===== config.mk =====
export PLATFORM = sky130hd
export DESIGN_NAME = io_fpga_duart_envm_registers_core
export DESIGN_NICKNAME = d
export VERILOG_FILES = /design/src/sv/ioenvm_pkg.sv /design/src/sv/io_fpga_duart_envm_registers_core.sv
export SDC_FILE = /design/constraint.sdc
export NUM_CORES = 1
export LEC_CHECK = 0
export BUFFER_PORTS_ARGS = -buffer_cell sky130_fd_sc_hd__buf_2
export CAP_MARGIN = 20
export CORE_ASPECT_RATIO = 1.5
export CORE_UTILIZATION = 52
export CTS_CLUSTER_SIZE = 28
export DETAILED_ROUTE_END_ITERATION = 6
export GPL_TIMING_DRIVEN = 1
export PLACE_DENSITY = 0.75
export SYNTH_ARGS = -nofsm -noshare
export SYNTH_HDL_FRONTEND = slang
export SYNTH_SLANG_ARGS = --single-unit

===== constraint.sdc =====
create_clock -name clk_i -period 4.8 [get_ports clk_i]
set_clock_uncertainty 0.2 [all_clocks]
set_input_delay 0.96 -clock clk_i [delete_from_list [all_inputs] [get_ports clk_i]]
set_output_delay 0.96 -clock clk_i [all_outputs]
set_load 0.02 [all_outputs]

===== src/sv/ioenvm_pkg.sv =====
// ----------------------------------------------------------------------------
// ioenvm_pkg
// Shared types, offsets, codes and lookup functions for the board I/O
// register block.
// ----------------------------------------------------------------------------
package ioenvm_pkg;

  // Item modes
  localparam logic [2:0] MODE_READ   = 3'd0;
  localparam logic [2:0] MODE_WRITE  = 3'd1;
  localparam logic [2:0] MODE_CON_RX = 3'd2;
  localparam logic [2:0] MODE_AUX_RX = 3'd3;
  localparam logic [2:0] MODE_TICK   = 3'd4;

  // Register byte offsets
  localparam logic [11:0] OFF_IO_CTRL  = 12'h204;
  localparam logic [11:0] OFF_MUX_SEL  = 12'h214;
  localparam logic [11:0] OFF_FLASH    = 12'h23c;
  localparam logic [11:0] OFF_ALL_ONES = 12'h254;
  localparam logic [11:0] OFF_AD_VAL   = 12'h257;
  localparam logic [11:0] OFF_VERSION  = 12'h390;
  localparam logic [11:0] OFF_ENVM_W0  = 12'h3c4;
  localparam logic [11:0] OFF_ENVM_RD  = 12'h3c8;
  localparam logic [11:0] OFF_ENVM_W2  = 12'h3cc;
  localparam logic [11:0] OFF_ID_BYTE  = 12'h3d6;
  localparam logic [11:0] OFF_STAT_A   = 12'h40c;
  localparam logic [11:0] OFF_CMD_A    = 12'h414;
  localparam logic [11:0] OFF_HOLD_A   = 12'h41c;
  localparam logic [11:0] OFF_INT      = 12'h42c;
  localparam logic [11:0] OFF_STAT_B   = 12'h44c;
  localparam logic [11:0] OFF_CMD_B    = 12'h454;
  localparam logic [11:0] OFF_HOLD_B   = 12'h45c;

  // Configuration register indexes
  localparam logic [1:0] REG_SLOT    = 2'd0;
  localparam logic [1:0] REG_SUPPLY  = 2'd1;
  localparam logic [1:0] REG_VERSION = 2'd2;
  localparam logic [1:0] REG_FLASH   = 2'd3;

  // Configuration reset values
  localparam logic [1:0]  SUPPLY_RST  = 2'd3;
  localparam logic [15:0] VERSION_RST = 16'h0102;
  localparam logic [15:0] FLASH_RST   = 16'h2704;

  // Interrupt status bits
  localparam logic [7:0] ST_TXRDYA = 8'h01;
  localparam logic [7:0] ST_RXRDYA = 8'h02;
  localparam logic [7:0] ST_TXRDYB = 8'h10;
  localparam logic [7:0] ST_RXRDYB = 8'h20;

  // Fixed read values
  localparam logic [31:0] UART_STAT_BASE = 32'h0000_0004;
  localparam logic [31:0] IO_CTRL_SET    = 32'h0000_0004;
  localparam logic [31:0] ALL_ONES       = 32'hFFFF_FFFF;
  localparam logic [31:0] ID_BYTE        = 32'h0000_0033;
  localparam logic [3:0]  CMD_FLUSH_BIT  = 4'd3;

  // A/D converter reading, sample over divisor worked out at elaboration
  localparam int unsigned  AD_SAMPLE  = 1150;
  localparam int unsigned  AD_DIVISOR = 9;
  localparam logic [31:0]  AD_VALUE   = 32'(AD_SAMPLE / AD_DIVISOR);

  // Analog mux codes
  localparam logic [31:0] MUX_PS0  = 32'h00;
  localparam logic [31:0] MUX_PS1  = 32'h02;
  localparam logic [31:0] MUX_AD_A = 32'h04;
  localparam logic [31:0] MUX_AD_B = 32'h08;
  localparam logic [31:0] MUX_AD_C = 32'h0a;
  localparam logic [31:0] MUX_AD_D = 32'h0c;

  // Input word held in the input register
  typedef struct packed {
    logic [2:0]  mode;
    logic [11:0] offset;
    logic [31:0] write_data;
    logic        con_char_avail;
    logic        aux_char_avail;
    logic [7:0]  con_rx_char;
    logic [7:0]  aux_rx_char;
  } in_item_t;

  // Result word held in the output register
  typedef struct packed {
    logic [31:0] read_data;
    logic        irq_line;
    logic        tx_con_valid;
    logic        tx_aux_valid;
    logic [7:0]  tx_char;
    logic        flush_con;
    logic        flush_aux;
  } res_item_t;

  function automatic logic [31:0] bswap32(input logic [31:0] v);
    return {v[7:0], v[15:8], v[23:16], v[31:24]};
  endfunction

  // Environmental monitor table, unknown keys read zero
  function automatic logic [15:0] envm_value(input logic [31:0] key);
    logic [15:0] val;
    case (key)
      32'h2a00: val = 16'h3000;
      32'h4c00: val = 16'h02a9;
      32'h4c01: val = 16'h0135;
      32'h4c02: val = 16'h0204;
      32'h4c03: val = 16'h0173;
      32'h4c04: val = 16'h00f7;
      32'h4c05: val = 16'h0108;
      32'h4800: val = 16'h0204;
      32'h4801: val = 16'h00f9;
      32'h4802: val = 16'h02c8;
      32'h4803: val = 16'h0260;
      32'h4804: val = 16'h0111;
      32'h4805: val = 16'h0111;
      32'h4806: val = 16'h03f8;
      32'h4807: val = 16'h033d;
      default:  val = 16'h0000;
    endcase
    return val;
  endfunction

endpackage


===== src/sv/io_fpga_duart_envm_registers_core.sv =====
// ----------------------------------------------------------------------------
// io_fpga_duart_envm_registers_core
// Board I/O register block: bus register file, DUART interrupt unit and
// environmental monitor words.
// ----------------------------------------------------------------------------
// Usage:
//   Input channel (in_valid_i / in_stall_o) carries one word per item: a bus
//   read, a bus write, a console or aux receive event, or a tick. Output
//   channel (out_valid_o / out_stall_i) returns exactly one result word per
//   input word, in order: read data, interrupt level, transmit strobes and
//   character, flush strobes.
//   A word passes an input register and then an output register. The block
//   takes one word every cycle while the output is not stalled; the
//   interrupt and I/O state is updated as a word moves from the input
//   register to the output register, so each word sees the state left by
//   the one before it.
//   When the receiver stalls, the result holds in the output register and
//   one more word can wait in the input register; after that in_stall_o is
//   raised until the output register frees up.
//   Reset clears all state and returns the configuration registers (APB port)
//   to their defaults: no slot card, both supplies present, default version
//   and flash code. The user must write configuration only while the block
//   is idle; the block itself does not enforce this.
// ----------------------------------------------------------------------------
module io_fpga_duart_envm_registers_core import ioenvm_pkg::*; (
  input  logic        clk_i,
  input  logic        rst_ni,
  // APB configuration port
  input  logic        psel,
  input  logic        penable,
  input  logic        pwrite,
  input  logic [3:0]  paddr,
  input  logic [31:0] pwdata,
  output logic [31:0] prdata,
  output logic        pready,
  // Input channel
  input  logic        in_valid_i,
  output logic        in_stall_o,
  input  logic [2:0]  mode_i,
  input  logic [11:0] offset_i,
  input  logic [31:0] write_data_i,
  input  logic        con_char_avail_i,
  input  logic        aux_char_avail_i,
  input  logic [7:0]  con_rx_char_i,
  input  logic [7:0]  aux_rx_char_i,
  // Output channel
  output logic        out_valid_o,
  input  logic        out_stall_i,
  output logic [31:0] read_data_o,
  output logic        irq_line_o,
  output logic        tx_con_valid_o,
  output logic        tx_aux_valid_o,
  output logic [7:0]  tx_char_o,
  output logic        flush_con_o,
  output logic        flush_aux_o
);

  // Configuration registers
  logic        slot_q;
  logic [1:0]  supply_q;
  logic [15:0] version_q;
  logic [15:0] flash_q;
  logic        cfg_wr;

  // Block state
  logic [7:0]  int_status_q, int_status_d;
  logic [7:0]  int_mask_q, int_mask_d;
  logic        irq_q, irq_d;
  logic        phase_q, phase_d;
  logic [31:0] io_ctrl_q, io_ctrl_d;
  logic [31:0] mux_sel_q, mux_sel_d;
  logic [28:0] envm_w0_q, envm_w0_d;   // swapped word 0, bits 31:3
  logic [7:0]  envm_w2_q, envm_w2_d;   // swapped word 2, bits 7:0

  // Pipeline registers
  logic        s1_valid_q;
  in_item_t    s1_q;
  logic        out_valid_q;
  res_item_t   out_q;
  res_item_t   res;
  logic        in_acc;
  logic        out_load;

  logic [31:0] swap_wd;
  logic [31:0] envm_key;
  logic [31:0] ad_val;

  // APB port: always ready, write on access phase
  assign pready = 1'b1;
  assign cfg_wr = psel & penable & pwrite;

  always_ff @(posedge clk_i or negedge rst_ni) begin
    if (!rst_ni) begin
      slot_q    <= 1'b0;
      supply_q  <= SUPPLY_RST;
      version_q <= VERSION_RST;
      flash_q   <= FLASH_RST;
    end else if (cfg_wr) begin
      case (paddr[3:2])
        REG_SLOT:    slot_q    <= pwdata[0];
        REG_SUPPLY:  supply_q  <= pwdata[1:0];
        REG_VERSION: version_q <= pwdata[15:0];
        REG_FLASH:   flash_q   <= pwdata[15:0];
        default: ;
      endcase
    end
  end

  always_comb begin
    case (paddr[3:2])
      REG_SLOT:    prdata = {31'b0, slot_q};
      REG_SUPPLY:  prdata = {30'b0, supply_q};
      REG_VERSION: prdata = {16'b0, version_q};
      REG_FLASH:   prdata = {16'b0, flash_q};
      default:     prdata = '0;
    endcase
  end

  // Handshake: advance the input register whenever the output register frees
  assign out_load   = s1_valid_q & (~out_valid_q | ~out_stall_i);
  assign in_stall_o = s1_valid_q & ~out_load;
  assign in_acc     = in_valid_i & ~in_stall_o;

  always_ff @(posedge clk_i or negedge rst_ni) begin
    if (!rst_ni) begin
      s1_valid_q  <= 1'b0;
      out_valid_q <= 1'b0;
    end else begin
      if (in_acc) begin
        s1_valid_q <= 1'b1;
      end else if (out_load) begin
        s1_valid_q <= 1'b0;
      end
      if (out_load) begin
        out_valid_q <= 1'b1;
      end else if (!out_stall_i) begin
        out_valid_q <= 1'b0;
      end
    end
  end

  // Capture the input word
  always_ff @(posedge clk_i) begin
    if (in_acc) begin
      s1_q.mode           <= mode_i;
      s1_q.offset         <= offset_i;
      s1_q.write_data     <= write_data_i;
      s1_q.con_char_avail <= con_char_avail_i;
      s1_q.aux_char_avail <= aux_char_avail_i;
      s1_q.con_rx_char    <= con_rx_char_i;
      s1_q.aux_rx_char    <= aux_rx_char_i;
    end
  end

  // Monitor lookup key and A/D reading from current state
  assign swap_wd  = bswap32(s1_q.write_data);
  assign envm_key = {16'b0, envm_w2_q, 8'b0} | {3'b0, envm_w0_q};

  always_comb begin
    ad_val = '0;
    if (mux_sel_q == MUX_PS0) begin
      if (supply_q[0]) ad_val = AD_VALUE;
    end else if (mux_sel_q == MUX_PS1) begin
      if (supply_q[1]) ad_val = AD_VALUE;
    end else if (mux_sel_q inside {MUX_AD_A, MUX_AD_B, MUX_AD_C, MUX_AD_D}) begin
      ad_val = AD_VALUE;
    end
  end

  // Decode the item and work out the next state and its result
  always_comb begin
    int_status_d = int_status_q;
    int_mask_d   = int_mask_q;
    irq_d        = irq_q;
    phase_d      = phase_q;
    io_ctrl_d    = io_ctrl_q;
    mux_sel_d    = mux_sel_q;
    envm_w0_d    = envm_w0_q;
    envm_w2_d    = envm_w2_q;
    res          = '0;

    case (s1_q.mode)
      MODE_READ: begin
        case (s1_q.offset)
          OFF_IO_CTRL:  res.read_data = io_ctrl_q | IO_CTRL_SET;
          OFF_FLASH:    res.read_data = {16'b0, flash_q};
          OFF_ALL_ONES: res.read_data = ALL_ONES;
          OFF_AD_VAL:   res.read_data = ad_val;
          OFF_VERSION:  res.read_data = {7'b0, slot_q, 8'b0, version_q};
          OFF_ENVM_RD:  res.read_data = bswap32({16'b0, envm_value(envm_key)});
          OFF_ID_BYTE:  res.read_data = ID_BYTE;
          OFF_STAT_A: begin
            res.read_data = UART_STAT_BASE | {31'b0, s1_q.con_char_avail};
            irq_d = 1'b0;
          end
          OFF_HOLD_A: begin
            res.read_data = {24'b0, s1_q.con_rx_char};
            int_status_d  = int_status_q & ~ST_RXRDYA;
          end
          OFF_INT:      res.read_data = {24'b0, int_status_q};
          OFF_STAT_B:   res.read_data = UART_STAT_BASE | {31'b0, s1_q.aux_char_avail};
          OFF_HOLD_B: begin
            res.read_data = {24'b0, s1_q.aux_rx_char};
            int_status_d  = int_status_q & ~ST_RXRDYB;
          end
          default: ;
        endcase
      end
      MODE_WRITE: begin
        case (s1_q.offset)
          OFF_IO_CTRL: io_ctrl_d = s1_q.write_data;
          OFF_MUX_SEL: mux_sel_d = s1_q.write_data;
          OFF_ENVM_W0: envm_w0_d = swap_wd[31:3];
          OFF_ENVM_W2: envm_w2_d = swap_wd[7:0];
          OFF_CMD_A:   res.flush_con = s1_q.write_data[CMD_FLUSH_BIT];
          OFF_HOLD_A: begin
            res.tx_con_valid = 1'b1;
            res.tx_char      = s1_q.write_data[7:0];
            int_status_d     = int_status_q & ~ST_TXRDYA;
          end
          OFF_INT:     int_mask_d = s1_q.write_data[7:0];
          OFF_CMD_B:   res.flush_aux = s1_q.write_data[CMD_FLUSH_BIT];
          OFF_HOLD_B: begin
            res.tx_aux_valid = 1'b1;
            res.tx_char      = s1_q.write_data[7:0];
            int_status_d     = int_status_q & ~ST_TXRDYB;
          end
          default: ;
        endcase
      end
      MODE_CON_RX: begin
        if ((int_mask_q & ST_RXRDYA) != '0) begin
          int_status_d = int_status_q | ST_RXRDYA;
          irq_d        = 1'b1;
        end
      end
      MODE_AUX_RX: begin
        if ((int_mask_q & ST_RXRDYB) != '0) begin
          int_status_d = int_status_q | ST_RXRDYB;
          irq_d        = 1'b1;
        end
      end
      MODE_TICK: begin
        // every second tick raises both transmit-ready bits if either is unmasked
        phase_d = ~phase_q;
        if (phase_q && ((int_mask_q & (ST_TXRDYA | ST_TXRDYB)) != '0)) begin
          int_status_d = int_status_q | ST_TXRDYA | ST_TXRDYB;
          irq_d        = 1'b1;
        end
      end
      default: ;
    endcase

    res.irq_line = irq_d;
  end

  // Commit state as the word moves to the output register
  always_ff @(posedge clk_i or negedge rst_ni) begin
    if (!rst_ni) begin
      int_status_q <= '0;
      int_mask_q   <= '0;
      irq_q        <= 1'b0;
      phase_q      <= 1'b0;
      io_ctrl_q    <= '0;
      mux_sel_q    <= '0;
      envm_w0_q    <= '0;
      envm_w2_q    <= '0;
    end else if (out_load) begin
      int_status_q <= int_status_d;
      int_mask_q   <= int_mask_d;
      irq_q        <= irq_d;
      phase_q      <= phase_d;
      io_ctrl_q    <= io_ctrl_d;
      mux_sel_q    <= mux_sel_d;
      envm_w0_q    <= envm_w0_d;
      envm_w2_q    <= envm_w2_d;
    end
  end

  // Hold the result word
  always_ff @(posedge clk_i) begin
    if (out_load) begin
      out_q <= res;
    end
  end

  assign out_valid_o    = out_valid_q;
  assign read_data_o    = out_q.read_data;
  assign irq_line_o     = out_q.irq_line;
  assign tx_con_valid_o = out_q.tx_con_valid;
  assign tx_aux_valid_o = out_q.tx_aux_valid;
  assign tx_char_o      = out_q.tx_char;
  assign flush_con_o    = out_q.flush_con;
  assign flush_aux_o    = out_q.flush_aux;

endmodule

==> results of run 1 <==
## worst max-delay path, delay by kind of cell
family / cells / cell delay (ps)
buffers and inverters: 2 / 640
AND/OR/NAND/NOR: 1 / 60
multiplexers: 1 / 400
AO/OA/AOI/OAI: 1 / 80
## report_power, final
group | leakage, nW | switching, mW | internal [mW]
Clock | 0.393 | 0.818 | 1.09
Combinational | 2.18 | 0.235 | 0.168
Sequential | 3.03 | 0.118 | 2.46
Total | 5.60 | 1.17 | 3.72
## kinds of logic after synthesis
logic type	synth area share
simple gates	0.0996
compound gates	0.0742
other cells	0.000674
xor+xnor	0.00157
flops	0.628
mux	0.163
buf+inv	0.0329
## registers in the layout, summed over array words and instances, names as in the netlist
signal          count
envm_w0_q          29
envm_w2_q           8
flash_q            16
flush_aux_o         1
flush_con_o         1
int_mask_q          4
int_status_q        4
io_ctrl_q          31
irq_line_o          1
irq_q               1
mux_sel_q          32
out_valid_o         1
phase_q             1
read_data_o        32
s1_q               65
s1_valid_q          1
slot_q              1
supply_q            2
tx_aux_valid_o      1
tx_char_o           8
tx_con_valid_o      1
version_q          16
## cell type report
type / count / area, um2
Tap cell: 268 / 335
Clock buffer: 30 / 696
Sequential cell: 257 / 6990
Fill cell: 1643 / 8080
Multi-Input combinational cell: 494 / 3840
Inverter: 9 / 33.8
Clock inverter: 14 / 109
Timing Repair Buffer: 167 / 897
## routing by layer
layer | routed length (um) | vias up
met3 | 1400 | 46
met4 | 702 | 0
met2 | 13000 | 250
li1 | - | 3282
met1 | 10200 | 3659
met5 | 0 | -
## per-stage QoR
| step | power (mW) | hold WS (ps) | instance area (um2) | setup slack (ps) | util |
|---|---|---|---|---|---|
| after global routing | 5.07 | 157 | 12900 | 1320 | 0.615 |
| after global placement | 3.01 | 249 | 12100 | 1470 | 0.575 |
| after CTS | 4.93 | 273 | 12900 | 1470 | 0.613 |
| final | 4.89 | 148 | 12900 | 1490 | 0.615 |
| after floorplan | 2.84 | 235 | 11200 | 1270 | - |
| after detailed placement | 3.03 | 257 | 12100 | 1480 | 0.575 |
## worst min-delay path by stage
stage,endpoint,from,cells past startpoint,slack (ps)
6_report,flash_q[12]$_DFFE_PN0P_,rst_ni,1,150
5_1_grt,flash_q[12]$_DFFE_PN0P_,rst_ni,1,160
4_1_cts,phase_q$_DFFE_PN0P_,phase_q$_DFFE_PN0P_,1,270
3_5_place_dp,phase_q$_DFFE_PN0P_,phase_q$_DFFE_PN0P_,1,260
3_3_place_gp,phase_q$_DFFE_PN0P_,phase_q$_DFFE_PN0P_,1,250
2_1_floorplan,phase_q$_DFFE_PN0P_,phase_q$_DFFE_PN0P_,1,240
## synthesized netlist by cell type, types with 5 or more instances
| cell | n | area share |
|---|---|---|
| a21oi_1 | 33 | 0.015 |
| a221oi_1 | 12 | 0.0094 |
| a22oi_1 | 10 | 0.0067 |
| a31oi_1 | 16 | 0.0090 |
| and2_1 | 13 | 0.0073 |
| buf_2 | 14 | 0.0063 |
| buf_4 | 21 | 0.014 |
| clkbuf_1 | 24 | 0.0081 |
| dfrtp_1 | 138 | 0.31 |
| dfstp_2 | 9 | 0.021 |
| edfxtp_1 | 110 | 0.30 |
| inv_1 | 9 | 0.0030 |
| mux2_2 | 126 | 0.13 |
| mux2_4 | 10 | 0.013 |
| mux2i_1 | 18 | 0.016 |
| nand2_1 | 35 | 0.012 |
| nand2b_1 | 5 | 0.0028 |
| nand3_1 | 6 | 0.0027 |
| nor2_1 | 46 | 0.016 |
| nor2b_1 | 18 | 0.010 |
| nor3_1 | 13 | 0.0058 |
| nor4_1 | 16 | 0.0090 |
| o21ai_0 | 14 | 0.0063 |
| or3_1 | 6 | 0.0034 |
## layout by cell type, fill, tap and decap left out, types with 8 or more instances in the layout
cell type  instances
a221oi_1          12
nor2_1            45
and2_1            12
a31oi_1           16
mux2_4            10
a21oi_1           33
o21ai_0           14
a22oi_1           10
dfrtp_1          138
buf_4             13
dfstp_2            9
edfxtp_1         110
nand2_1           35
nor3_1            13
mux2i_1           18
buf_2            152
conb_1            17
nor4_1            16
clkbuf_16         26
inv_1              8
mux2_2           126
nor2b_1           18
==> flow_summary.toml, run 1 <==
[timing]
setup_tns_ps = 0
fmax_mhz = 302
period_needed_ps = 3310
slew_headroom = 0.266
slew_viol_final = 0
hold_viol_final = 0
tightest_slew_ps = 1090
final-setup-viol-count = 0
rsz0062_at_grt = "no"
finalCritPeriodShare = 0.690

[route]
first_pass_iters = 6
wirelength_um = 25300
drcViolationCount = 0
num_vias = 7237
via_per_inst = 5.84
detail-route-antenna-nets = 0
wl_per_cell_um = 20.4
drt_iter0_markers = 493

[die]
start_util = 0.531
die_w_um = 121
pin_count = 188
std_cell_rows = 65
coreArea_um2 = 21000
die-area_um2 = 22000
die_h_um = 181

[run_status]
outcome = "completed"

[grt]
antenna_found_initial = 0
grt_max_degree = 115
grt_util_met3 = 0.0316
grt_busiest_layer = "met2"
met1_usage = 0.301
grt_pass1_wl_um = 40000
overflow = 0
first_global_vias = 7293
met2_usage = 0.418
grt_use_total = 0.239

[clock_tree]
post-cts-setup-buffers = 0
clock_path_buffers = 3
ctsResizeCount = 0
clkLatencyLatePin_ps = 520
clock_sinks = 257
cts_buffers = 24
path_clk_slew_ps = 60
hold_buffers = 0
ctsRootBufferMaster = "clkbuf_16"
htree_levels = 1
cts_tree = "yes"

[finish]
drive_gt1_frac = 0.380
antenna_cells = 0
area_delta_synth_final_pct = 15.8
finalNonFillerCells = 1239
final_net_count = 1061

[placed_design]
routabilityCongestion = 0.874
dp_hpwl_um = 17700
io_buffers = 152
dpl.cell_count = 1193

[worst_setup_path]
reg2reg_depth = 6
crit_start = "paddr[2]"
crit_path_top_delay_cell = "buf_2"
crit_path_max_incr_delay_ps = 460
crit_type = "input pin to output port"
start_kind = "input pin"
r2r_setup_slack_ps = 1570
rr_endpoint = "read_data_o[21]$_SDFFCE_PN0P_"
cp_common_cell = "buf_2"
path_max_fanout = 20
worstReg2RegStart = "s1_q[58]$_DFFE_PP_"
worstPathCellList = "buf_2 > mux2_2 > nand2_1 > o21ai_0 > buf_2"
endpoint_kind = "output port"
cp.required_ps = 3640
cp.arrival_ps = 2150
crit_path_end = "prdata[1]"

[logic_synthesis]
ys_async_sr_fraction = 0.572
ys_types = 66
synth.avg_cell_area_um2 = 13.8
synth_edf_count = 110
yosys_warnings = 0
netlist_area_um2 = 11100
syn_inst = 806
synthFlopType = "dfrtp_1"
yosys_register_bits = 257
ys_seq_area_frac = 0.628

[flow_run]
drv_cap = 0

[pwr]
ir_drop_v = 0.000244
power_density_nw_per_um2 = 379
p_leak_nw = 5.60

[min_path]
hold_class = "input pin to asynchronous set/reset pin"
Note: power is estimated with default switching activity, not from simulation.
==> run 2, diff against run 1 <==
==> constraint.sdc (replaced) <==
create_clock -name clk_i -period 3.4 [get_ports clk_i]
set_clock_uncertainty 0.2 [all_clocks]
set_input_delay 0.68 -clock clk_i [delete_from_list [all_inputs] [get_ports clk_i]]
set_output_delay 0.68 -clock clk_i [all_outputs]
set_load 0.02 [all_outputs]
==> run 2 against run 1 <==
Worst hold slack worse by 17 ps. Non-clock buffer count up 8. Total power grew 42%. Setup slack got worse by 820 ps. Largest power group unchanged. Count of clock-buffer cells in the layout is the same.
==> flow_summary.toml, run 2 (synthesized netlist as in run 1, its figures left out) <==
[run_status]
outcome = "completed"

[clock_tree]
path_clk_slew_ps = 70
ctsRootBufferMaster = "clkbuf_16"
post-cts-setup-buffers = 0
cts_tree = "yes"
clock_path_buffers = 3
htree_levels = 1
hold_buffers = 1
clkLatencyLatePin_ps = 520
ctsResizeCount = 0
cts_buffers = 23
clock_sinks = 257

[placed_design]
io_buffers = 152
dp_hpwl_um = 17800
routabilityCongestion = 0.875

[die]
std_cell_rows = 65
coreArea_um2 = 21000
start_util = 0.531
pin_count = 188
die_w_um = 121
die_h_um = 181
die-area_um2 = 22000

[route]
wl_per_cell_um = 20.4
drcViolationCount = 0
via_per_inst = 5.78
first_pass_iters = 5
wirelength_um = 25400
drt_iter0_markers = 471
num_vias = 7198
detail-route-antenna-nets = 0

[worst_setup_path]
cpLargestDelayFamily = "buffers and inverters"
endpoint_kind = "output port"
cp.required_ps = 2520
cp_common_cell = "buf_2"
r2r_setup_slack_ps = 670
crit_path_max_incr_delay_ps = 470
worstPathCellList = "buf_2 > mux2_2 > nand2_1 > o21ai_0 > buf_2"
reg2reg_depth = 8
worstReg2RegStart = "s1_q[54]$_DFFE_PP_"
start_kind = "input pin"
crit_path_top_delay_cell = "buf_2"
path_max_fanout = 20
cp.arrival_ps = 1850
path_buf_inv = 2
rr_endpoint = "read_data_o[4]$_SDFFCE_PN0P_"
crit_type = "input pin to output port"

[grt]
grt_use_total = 0.238
overflow = 0
grt_max_degree = 66
first_global_vias = 7136
antenna_found_initial = 1
grt_pass1_wl_um = 39800

[finish]
largest_reg_flops = 65
drive_gt1_frac = 0.378
area_delta_synth_final_pct = 16.5
final_cell_mix = "buf_2 (151), dfrtp_1 (138), mux2_2 (126)"
multiInputGateArea_um2 = 3830
regMostFlops = "s1_q"
final_net_count = 1068
final_common_cell = "buf_2"
nFillCells = 1669
regArea_um2 = 6990

[timing]
finalCritPeriodShare = 0.803
tightest_slew_ps = 1040
slew_viol_final = 0
period_needed_ps = 2730
slew_headroom = 0.305
setup_tns_ps = 0
hold_viol_final = 0
fmax_mhz = 366
final-setup-viol-count = 0
rsz0062_at_grt = "no"

[min_path]
min-delay-start = "offset_i[9]"
min_path_cells = 1
hold_class = "input pin to register"
whs_endpoint = "s1_q[59]$_DFFE_PP_"

[pwr]
power_density_nw_per_um2 = 535
p_leak_nw = 5.63
ir_drop_v = 0.000449
power.total_mw = 6.94

[flow_run]
drv_cap = 0
==> run 2: routing by layer <==
layer	track usage	wire, um	vias to the layer above
met5	0	0	-
met2	0.410	13000	251
met3	0.0281	1270	49
li1	-	-	3285
met4	0.0874	840	0
met1	0.306	10300	3613
==> run 2: worst max path at each step <==
stage	start	to	slack, ps	cells past startpoint
floorplan	out_stall_i	io_ctrl_q[10]$_DFFE_PN0P_	170	7
global placement	paddr[2]	prdata[1]	650	5
detailed placement	paddr[2]	prdata[1]	670	5
CTS	paddr[2]	prdata[1]	660	5
global route	s1_q[58]$_DFFE_PP_	read_data_o[15]$_SDFFCE_PN0P_	510	7
finish	paddr[2]	prdata[1]	670	5
==> run 2: power by group <==
group / internal (mW) / switching (mW)
registers: 3.48 / 0.163
clock network: 1.61 / 1.11
logic: 0.240 / 0.334
total: 5.33 / 1.61
==> run 2: area by class of cell <==
| class | count | area share |
|---|---|---|
| antenna | 1 | 0.000193 |
| clock buffer | 30 | 0.0487 |
| clock inverter | 11 | 0.0123 |
| inverter | 9 | 0.00260 |
| multi-input combinational | 494 | 0.296 |
| sequential | 257 | 0.539 |
| tap | 268 | 0.0259 |
| timing repair buffer | 175 | 0.0755 |
==> run 2: worst reg2reg max path, cell delays in order (launching register included) <==
cell and delay, ps:
edfxtp_1 550, nor4_2 320, buf_4 250, and3_1 190, buf_4 280, a221oi_1 90, a41o_1 280, buf_4 220
a31oi_1 180
==> run 2: stage by stage <==
| step | worst slack [ps] | area, um2 | cells | util | hold slack [ps] |
|---|---|---|---|---|---|
| finish | 669 | 13000 | 1245 | 0.618 | 131 |
| global placement | 647 | 12200 | 1202 | 0.580 | 250 |
| floorplan | 169 | 11200 | 821 | - | 184 |
| detailed placement | 665 | 12200 | 1202 | 0.580 | 253 |
| CTS | 660 | 13000 | 1244 | 0.618 | 114 |
| global route | 510 | 13000 | 1245 | 0.618 | 119 |
